**config.mk**
```make
export PLATFORM = sky130hd
export DESIGN_NAME = tachometer_deadband_speed_controller
export DESIGN_NICKNAME = d
export VERILOG_FILES = /design/src/rtl/tdsc_pkg.sv /design/src/rtl/tdsc_csr.sv /design/src/rtl/tdsc_div.sv /design/src/rtl/tachometer_deadband_speed_controller.sv
export SDC_FILE = /design/constraint.sdc
export NUM_CORES = 1
export LEC_CHECK = 0
export BUFFER_PORTS_ARGS = -buffer_cell sky130_fd_sc_hd__buf_2
export CORE_MARGIN = 2
export CORE_UTILIZATION = 55
export DETAILED_ROUTE_END_ITERATION = 8
export GPL_ROUTABILITY_DRIVEN = 0
export PLACE_DENSITY = 0.8
export SYNTH_ARGS = -nofsm -noshare
export SYNTH_HDL_FRONTEND = slang
export SYNTH_HIERARCHICAL = 1
export SYNTH_SLANG_ARGS = --single-unit
```
**constraint.sdc**
```tcl
create_clock -name clock -period 8.5 [get_ports clock]
set_clock_uncertainty 0.05 [all_clocks]
set_input_delay 2.125 -clock clock [delete_from_list [all_inputs] [get_ports clock]]
set_output_delay 2.125 -clock clock [all_outputs]
set_load 0.05 [all_outputs]
```
**src/rtl/tdsc_pkg.sv**
```systemverilog
// Package with shared types and constants of the tachometer speed controller.
package tdsc_pkg;

   localparam logic [15:0] SPEED_NUM = 16'd60000;
   localparam int unsigned DIV_STEPS = 16;
   localparam int unsigned CSR_ADDR_BITS = 5;

   localparam logic [2:0] REG_SET_POINT = 3'd0;
   localparam logic [2:0] REG_DEADBAND  = 3'd1;
   localparam logic [2:0] REG_DUTY_MAX  = 3'd2;
   localparam logic [2:0] REG_PULSES    = 3'd3;
   localparam logic [2:0] REG_INTERVAL  = 3'd4;

   localparam logic [14:0] SET_POINT_RESET = 15'd0;
   localparam logic [9:0]  DEADBAND_RESET  = 10'd10;
   localparam logic [7:0]  DUTY_MAX_RESET  = 8'd100;
   localparam logic [7:0]  PULSES_RESET    = 8'd7;
   localparam logic [15:0] INTERVAL_RESET  = 16'd500;

   typedef struct packed {
      logic [14:0] set_point;
      logic [9:0]  deadband;
      logic [7:0]  duty_max;
      logic [7:0]  pulses_per_measure;
      logic [15:0] control_interval;
   } cfg_type;

   typedef struct packed {
      logic        busy;
      logic        done;
      logic [15:0] quotient;
   } div_rsp_type;

   typedef enum logic [1:0] {
      ST_IDLE,
      ST_DIV,
      ST_CTRL
   } state_type;

endpackage

```
**src/rtl/tdsc_csr.sv**
```systemverilog
// Configuration register file with an APB-style write and read port.
module tdsc_csr (
   input  logic                                clock,
   input  logic                                reset,
   input  logic                                csr_psel,
   input  logic                                csr_penable,
   input  logic                                csr_pwrite,
   input  logic [tdsc_pkg::CSR_ADDR_BITS-1:0]  csr_paddr,
   input  logic [31:0]                         csr_pwdata,
   output logic [31:0]                         csr_prdata,
   output logic                                csr_pready,
   output tdsc_pkg::cfg_type                   cfg
);

   tdsc_pkg::cfg_type cfg_ff;
   tdsc_pkg::cfg_type cfg_in;
   logic              wr_en;
   logic [2:0]        reg_index;

   assign csr_pready = 1'b1;
   assign wr_en      = csr_psel && csr_penable && csr_pwrite;
   assign reg_index  = csr_paddr[4:2];
   assign cfg        = cfg_ff;

   always_comb begin
      cfg_in = cfg_ff;
      if (wr_en) begin
         unique case (reg_index)
            tdsc_pkg::REG_SET_POINT: cfg_in.set_point          = csr_pwdata[14:0];
            tdsc_pkg::REG_DEADBAND:  cfg_in.deadband           = csr_pwdata[9:0];
            tdsc_pkg::REG_DUTY_MAX:  cfg_in.duty_max           = csr_pwdata[7:0];
            tdsc_pkg::REG_PULSES:    cfg_in.pulses_per_measure = csr_pwdata[7:0];
            tdsc_pkg::REG_INTERVAL:  cfg_in.control_interval   = csr_pwdata[15:0];
            default: ;
         endcase
      end
   end

   always_comb begin
      unique case (reg_index)
         tdsc_pkg::REG_SET_POINT: csr_prdata = 32'(cfg_ff.set_point);
         tdsc_pkg::REG_DEADBAND:  csr_prdata = 32'(cfg_ff.deadband);
         tdsc_pkg::REG_DUTY_MAX:  csr_prdata = 32'(cfg_ff.duty_max);
         tdsc_pkg::REG_PULSES:    csr_prdata = 32'(cfg_ff.pulses_per_measure);
         tdsc_pkg::REG_INTERVAL:  csr_prdata = 32'(cfg_ff.control_interval);
         default:                 csr_prdata = 32'd0;
      endcase
   end

   always_ff @(posedge clock) begin
      if (reset) begin
         cfg_ff.set_point          <= tdsc_pkg::SET_POINT_RESET;
         cfg_ff.deadband           <= tdsc_pkg::DEADBAND_RESET;
         cfg_ff.duty_max           <= tdsc_pkg::DUTY_MAX_RESET;
         cfg_ff.pulses_per_measure <= tdsc_pkg::PULSES_RESET;
         cfg_ff.control_interval   <= tdsc_pkg::INTERVAL_RESET;
      end else begin
         cfg_ff <= cfg_in;
      end
   end

endmodule

```
**src/rtl/tdsc_div.sv**
```systemverilog
// Shift-and-subtract divider that computes the speed constant over the elapsed time.
module tdsc_div #(
   parameter int unsigned TIME_BITS = 32
) (
   input  logic                    clock,
   input  logic                    reset,
   input  logic                    start,
   input  logic [TIME_BITS-1:0]    divisor,
   output tdsc_pkg::div_rsp_type   status
);

   logic        busy_ff, busy_in;
   logic        done_ff, done_in;
   logic [3:0]  cnt_ff, cnt_in;
   logic [15:0] rem_ff, rem_in;
   logic [15:0] quo_ff, quo_in;
   logic [15:0] den_ff, den_in;
   logic [16:0] rem_shift;
   logic [16:0] rem_diff;
   logic        div_zero;
   logic        div_large;

   assign div_zero  = (divisor == '0);
   assign div_large = ((divisor >> 16) != '0);
   assign rem_shift = {rem_ff, quo_ff[15]};
   assign rem_diff  = rem_shift - {1'b0, den_ff};

   always_comb begin
      busy_in = busy_ff;
      done_in = 1'b0;
      cnt_in  = cnt_ff;
      rem_in  = rem_ff;
      quo_in  = quo_ff;
      den_in  = den_ff;
      if (start) begin
         den_in = divisor[15:0];
         rem_in = '0;
         cnt_in = 4'(tdsc_pkg::DIV_STEPS - 1);
         if (div_zero) begin
            quo_in  = tdsc_pkg::SPEED_NUM;
            done_in = 1'b1;
         end else if (div_large) begin
            quo_in  = '0;
            done_in = 1'b1;
         end else begin
            quo_in  = tdsc_pkg::SPEED_NUM;
            busy_in = 1'b1;
         end
      end else if (busy_ff) begin
         if (!rem_diff[16]) begin
            rem_in = rem_diff[15:0];
            quo_in = {quo_ff[14:0], 1'b1};
         end else begin
            rem_in = rem_shift[15:0];
            quo_in = {quo_ff[14:0], 1'b0};
         end
         cnt_in = cnt_ff - 4'd1;
         if (cnt_ff == '0) begin
            busy_in = 1'b0;
            done_in = 1'b1;
         end
      end
   end

   always_ff @(posedge clock) begin
      if (reset) begin
         busy_ff <= 1'b0;
         done_ff <= 1'b0;
      end else begin
         busy_ff <= busy_in;
         done_ff <= done_in;
      end
      cnt_ff <= cnt_in;
      rem_ff <= rem_in;
      quo_ff <= quo_in;
      den_ff <= den_in;
   end

   assign status.busy     = busy_ff;
   assign status.done     = done_ff;
   assign status.quotient = quo_ff;

endmodule

```
**src/rtl/tachometer_deadband_speed_controller.sv**
```systemverilog
// Top level of the tachometer speed meter with deadband step duty control.
// Each item is one millisecond tick and yields exactly one result item. A tick
// without a speed measurement is accepted and then takes a control step before
// the next item can be taken. A tick that completes a measurement first loads the
// shift-and-subtract divider, which then resolves one quotient bit per iteration;
// the quotient is handed over and the control step follows. A zero or very long
// elapsed time skips the iterations. The result sits in an output register, so the
// next item is accepted while an earlier result still waits to be taken, and its
// control step waits until that result is taken.
module tachometer_deadband_speed_controller #(
   parameter int unsigned TIME_BITS = 32
) (
   input  logic                                clock,
   input  logic                                reset,
   input  logic                                req_valid,
   output logic                                req_stall,
   input  logic                                req_edge_seen,
   output logic                                rsp_valid,
   input  logic                                rsp_stall,
   output logic [15:0]                         rsp_speed,
   output logic [7:0]                          rsp_duty,
   output logic                                rsp_speed_updated,
   output logic                                rsp_duty_updated,
   input  logic                                csr_psel,
   input  logic                                csr_penable,
   input  logic                                csr_pwrite,
   input  logic [tdsc_pkg::CSR_ADDR_BITS-1:0]  csr_paddr,
   input  logic [31:0]                         csr_pwdata,
   output logic [31:0]                         csr_prdata,
   output logic                                csr_pready
);

   tdsc_pkg::cfg_type     cfg;
   tdsc_pkg::div_rsp_type div_status;
   tdsc_pkg::state_type   state_ff, state_in;

   logic [TIME_BITS-1:0] ms_count_ff, ms_count_in;
   logic [TIME_BITS-1:0] last_meas_ff, last_meas_in;
   logic [TIME_BITS-1:0] last_ctrl_ff, last_ctrl_in;
   logic [7:0]           edge_count_ff, edge_count_in;
   logic [15:0]          speed_ff, speed_in;
   logic [7:0]           duty_ff, duty_in;
   logic                 spd_upd_ff, spd_upd_in;

   logic                 rsp_valid_ff, rsp_valid_in;
   logic [15:0]          rsp_speed_ff, rsp_speed_in;
   logic [7:0]           rsp_duty_ff, rsp_duty_in;
   logic                 rsp_spd_upd_ff, rsp_spd_upd_in;
   logic                 rsp_duty_upd_ff, rsp_duty_upd_in;

   logic                 div_start;
   logic [TIME_BITS-1:0] elapsed;
   logic [7:0]           edge_inc;
   logic                 ctrl_due;
   logic                 ctrl_fire;
   logic                 step_up;
   logic                 step_down;
   logic [7:0]           duty_step;
   logic [16:0]          speed_plus_db;
   logic [16:0]          sp_plus_db;

   tdsc_csr u_csr (
      .clock       (clock),
      .reset       (reset),
      .csr_psel    (csr_psel),
      .csr_penable (csr_penable),
      .csr_pwrite  (csr_pwrite),
      .csr_paddr   (csr_paddr),
      .csr_pwdata  (csr_pwdata),
      .csr_prdata  (csr_prdata),
      .csr_pready  (csr_pready),
      .cfg         (cfg)
   );

   tdsc_div #(
      .TIME_BITS (TIME_BITS)
   ) u_div (
      .clock   (clock),
      .reset   (reset),
      .start   (div_start),
      .divisor (elapsed),
      .status  (div_status)
   );

   assign elapsed       = ms_count_ff - last_meas_ff;
   assign edge_inc      = edge_count_ff + 8'd1;
   assign ctrl_due      = (ms_count_ff - last_ctrl_ff) >= TIME_BITS'(cfg.control_interval);
   assign speed_plus_db = {1'b0, speed_ff} + 17'(cfg.deadband);
   assign sp_plus_db    = 17'(cfg.set_point) + 17'(cfg.deadband);
   assign step_up       = speed_plus_db < 17'(cfg.set_point);
   assign step_down     = 17'(speed_ff) > sp_plus_db;

   always_comb begin
      duty_step = duty_ff;
      if (step_up) begin
         if (duty_ff < cfg.duty_max) begin
            duty_step = duty_ff + 8'd1;
         end
      end else if (step_down) begin
         if (duty_ff != '0) begin
            duty_step = duty_ff - 8'd1;
         end
      end
   end

   always_comb begin
      state_in        = state_ff;
      ms_count_in     = ms_count_ff;
      last_meas_in    = last_meas_ff;
      last_ctrl_in    = last_ctrl_ff;
      edge_count_in   = edge_count_ff;
      speed_in        = speed_ff;
      duty_in         = duty_ff;
      spd_upd_in      = spd_upd_ff;
      rsp_speed_in    = rsp_speed_ff;
      rsp_duty_in     = rsp_duty_ff;
      rsp_spd_upd_in  = rsp_spd_upd_ff;
      rsp_duty_upd_in = rsp_duty_upd_ff;
      rsp_valid_in    = rsp_valid_ff && rsp_stall;
      div_start       = 1'b0;
      ctrl_fire       = 1'b0;
      req_stall       = 1'b1;
      unique case (state_ff)
         tdsc_pkg::ST_IDLE: begin
            req_stall = 1'b0;
            if (req_valid) begin
               spd_upd_in = 1'b0;
               state_in   = tdsc_pkg::ST_CTRL;
               if (req_edge_seen) begin
                  if (edge_inc >= cfg.pulses_per_measure) begin
                     edge_count_in = '0;
                     last_meas_in  = ms_count_ff;
                     spd_upd_in    = 1'b1;
                     div_start     = 1'b1;
                     state_in      = tdsc_pkg::ST_DIV;
                  end else begin
                     edge_count_in = edge_inc;
                  end
               end
            end
         end
         tdsc_pkg::ST_DIV: begin
            if (div_status.done) begin
               speed_in = div_status.quotient;
               state_in = tdsc_pkg::ST_CTRL;
            end
         end
         tdsc_pkg::ST_CTRL: begin
            if (!rsp_valid_ff || !rsp_stall) begin
               ctrl_fire = 1'b1;
               if (ctrl_due) begin
                  last_ctrl_in = ms_count_ff;
                  duty_in      = (duty_step > cfg.duty_max) ? cfg.duty_max : duty_step;
               end
               ms_count_in     = ms_count_ff + TIME_BITS'(1);
               rsp_valid_in    = 1'b1;
               rsp_speed_in    = speed_ff;
               rsp_duty_in     = duty_in;
               rsp_spd_upd_in  = spd_upd_ff;
               rsp_duty_upd_in = ctrl_due;
               state_in        = tdsc_pkg::ST_IDLE;
            end
         end
         default: state_in = tdsc_pkg::ST_IDLE;
      endcase
   end

   always_ff @(posedge clock) begin
      if (reset) begin
         state_ff      <= tdsc_pkg::ST_IDLE;
         ms_count_ff   <= '0;
         last_meas_ff  <= '0;
         last_ctrl_ff  <= '0;
         edge_count_ff <= '0;
         speed_ff      <= '0;
         duty_ff       <= '0;
         spd_upd_ff    <= 1'b0;
         rsp_valid_ff  <= 1'b0;
      end else begin
         state_ff      <= state_in;
         ms_count_ff   <= ms_count_in;
         last_meas_ff  <= last_meas_in;
         last_ctrl_ff  <= last_ctrl_in;
         edge_count_ff <= edge_count_in;
         speed_ff      <= speed_in;
         duty_ff       <= duty_in;
         spd_upd_ff    <= spd_upd_in;
         rsp_valid_ff  <= rsp_valid_in;
      end
      rsp_speed_ff    <= rsp_speed_in;
      rsp_duty_ff     <= rsp_duty_in;
      rsp_spd_upd_ff  <= rsp_spd_upd_in;
      rsp_duty_upd_ff <= rsp_duty_upd_in;
   end

   assign rsp_valid         = rsp_valid_ff;
   assign rsp_speed         = rsp_speed_ff;
   assign rsp_duty          = rsp_duty_ff;
   assign rsp_speed_updated = rsp_spd_upd_ff;
   assign rsp_duty_updated  = rsp_duty_upd_ff;

   a_duty_clamped: assert property (@(posedge clock) disable iff (reset)
      (ctrl_fire && ctrl_due) |-> (duty_in <= cfg.duty_max))
      else $error("duty step left duty above its clamp");

   a_speed_range: assert property (@(posedge clock) disable iff (reset)
      (rsp_valid && rsp_speed_updated) |-> (rsp_speed <= tdsc_pkg::SPEED_NUM))
      else $error("measured speed out of range");

   a_div_done_in_div: assert property (@(posedge clock) disable iff (reset)
      div_status.done |-> (state_ff == tdsc_pkg::ST_DIV))
      else $error("divider finished outside a measurement");

   a_idle_div_quiet: assert property (@(posedge clock) disable iff (reset)
      (state_ff == tdsc_pkg::ST_IDLE) |-> !div_status.busy)
      else $error("divider busy while block is idle");

   a_accept_moves_on: assert property (@(posedge clock) disable iff (reset)
      (req_valid && !req_stall) |=> (state_ff != tdsc_pkg::ST_IDLE))
      else $error("accepted item was not processed");

endmodule

```
==> impl_metrics.csv <==
group,metric,value,unit
status,status,"finished, final reports clean",
sta,fmax,0.145,GHz
final_layout,final_cell_mix,"211 x dfxtp_1, 188 x nand2_1, 181 x inv_1",
pwr,comb_power_share,0.141,
pwr,p_int,2.28,mW
final_layout,layout_commonest_cell,"dfxtp_1",
final_layout,regArea,5970,um^2
drt,avgRoutedWirePerCell,17.8,um
setup_path,r2r_slack,1.59,ns
cts,cts_setup_buffers,0,
worst_hold_path,holdCritStartpoint,"edge_count_ff[7]",
cts,cts_root_buffer,"clkbuf_16",
placed_design,io_buffers,70,
run,max_cap_violations,0,
cts,cts_buffers,29,
global_route,grt_pass1_vias,16700,
worst_hold_path,whs_path_depth,2,
pwr,p_leak,8.72,nW
setup_path,path_class,"reg -> reg",
sta,min_period,6.91,ns
sta,worst_pin_slew,1.10,ns
drt,first_pass_iters,6,
final_layout,num-fill-cells,2952,
drt,drt_iter0_drc,1378,
cts,clock_sinks,269,
global_route,antenna_found_initial,0,
drt,vias_per_cell,6.23,
placed_design,place_ws,1.68,ns
sta,rsz0062_at_grt,"no",
pwr,switchingPower,0.867,mW
global_route,grt_pass1_wl,80.9,mm
setup_path,r2r_cells,24,
drt,routed_wl,49.7,mm
floorplan,rows,68,
final_layout,fin_area,20800,um^2
floorplan,die_w,192,um
floorplan,dieArea,36800,um^2
final_layout,finalNetCount,2541,
pwr,p_seq_frac,0.428,
floorplan,die_y,192,um
worst_hold_path,worstHoldEndpoint,"edge_count_ff[7]",
drt,drc,0,
placed_design,dpl-instance-area,19800,um^2
cts,cts_tree,"built",
final_layout,diodes,0,
logic_synthesis,synth_cells,2317,
final_layout,multi_input_area,12100,um^2
drt,antenna_left,0,
cts,cts_resized,0,
logic_synthesis,synth_area,19400,um^2
sta,final.setup.worst_slack,1.59,ns
sta,fin_tns_setup,0,ns
cts,clkTransAtPathRegs,0.06,ns
logic_synthesis,synth.avg_cell_area,8.37,um^2
setup_path,startpoint_type,"flop",
pwr,power.density,151,nW/um^2
global_route,grt_max_degree,111,
floorplan,start_util,0.560,
setup_path,r2r-end,"rsp_duty[4]",
setup_path,cp-end-kind,"flop",
setup_path,critPathRequiredTime,8.75,ns
setup_path,worstPathArrival,7.16,ns
final_layout,syn_to_final_growth,7.33,%
setup_path,cp_max_fo,8,
sta,hold_viol_final,0,
cts,clockBufferDepth,3,
cts,htree_levels,1,
final_layout,layout-drive-gt1-share,0.0902,
floorplan,fp.coreArea,34600,um^2
sta,slew_headroom,0.264,
setup_path,rr_startpoint,"u_csr/cfg[32]",
floorplan,ios,106,
placed_design,dp_hpwl,36.5,mm
global_route,gr-usage-all-layers,0.266,
sta,finalCritPeriodShare,0.813,
cts,post_cts_hold_buffer_count,0,
worst_hold_path,min_path_type,"reg -> reg",
sta,slew_viol_final,0,
drt,via_count,17400,
pwr,p_clk_frac,0.431,
sta,finalSetupViolCount,0,
pwr,sw_frac_of_total,0.276,
global_route,grt.overflow.total,0,
cts,clock_latency,0.56,ns
pwr,vdd_drop_max,0.186,mV
pwr,p_total,3.15,mW
logic_synthesis,yosys_warnings,6,
==> worst max-delay path: stages (launching register included) <==
cell and delay [ns]:
dfxtp_1 0.37, ha_1 0.26, fa_1 0.43, a211oi_1 0.33
o21ai_0 0.19, a41oi_1 0.54, xnor2_1 0.20, ha_1 0.27
a21o_1 0.16, a21o_1 0.19, a2111o_1 0.42, o211ai_1 0.18
o211a_2 0.34, and2_1 0.35, o221ai_1 0.16, o31ai_1 0.14
ha_1 0.32, nor2b_1 0.14, o21a_1 0.17, o21a_1 0.16
o21ai_0 0.17, nand3b_1 0.12, nand2_1 0.28, mux2_2 0.39
mux2_1 0.32
==> power by group through the flow <==
stage,clock [mW],combinational (mW),sequential (mW)
2_1_floorplan,0,0.351,1.39
3_3_place_gp,0,0.420,1.37
3_5_place_dp,0,0.429,1.37
4_1_cts,1.37,0.435,1.35
5_1_grt,1.43,0.479,1.35
6_report,1.36,0.444,1.35
==> worst max-delay path by stage <==
| stage | start | slack (ns) | end | cells after the start |
|---|---|---|---|---|
| after floorplan | u_csr/cfg[32] | 2.59 | rsp_duty[4] | 29 |
| after global placement | u_csr/cfg[33] | 1.91 | rsp_duty[4] | 28 |
| after detailed placement | u_csr/cfg[32] | 1.68 | rsp_duty[4] | 24 |
| after CTS | u_csr/cfg[33] | 1.63 | rsp_duty[4] | 28 |
| after global routing | u_csr/cfg[33] | 1.04 | rsp_duty[4] | 28 |
| final | u_csr/cfg[32] | 1.59 | rsp_duty[4] | 24 |
==> flip-flops by register name, summed over array words and instances, names as in the netlist, 16 cells and up <==
register,count
u_div/den_ff,16
rsp_speed,16
u_div/rem_ff,16
u_div/quo_ff,16
last_ctrl_ff,32
ms_count_ff,32
last_meas_ff,32
speed_ff,16
u_csr/cfg,57
==> area by class of cell <==
cell class	count	share of cell area
clock inverter	18	0.0124
clock buffer	35	0.0364
tap	455	0.0274
timing repair buffer	80	0.0206
multi-input combinational	1754	0.583
inverter	184	0.0332
sequential	269	0.287
==> per-layer routing <==
layer / share of wire / track usage / up-vias
met2: 0.49 / 0.475 / 624
met4: 0.041 / 0.107 / 0
met1: 0.41 / 0.326 / 8313
met5: 0 / 0 / -
li1: - / - / 8345
met3: 0.062 / 0.0294 / 132
==> stage by stage <==
| stage | hold WS (ns) | utilization | cells |
|---|---|---|---|
| 2_1_floorplan | 0.358 | - | 2332 |
| 3_3_place_gp | 0.402 | 0.571 | 2742 |
| 3_5_place_dp | 0.411 | 0.571 | 2742 |
| 4_1_cts | 0.419 | 0.601 | 2795 |
| 5_1_grt | 0.434 | 0.601 | 2795 |
| 6_report | 0.422 | 0.601 | 2795 |
No activity file was read; power rests on OpenSTA's default activity.
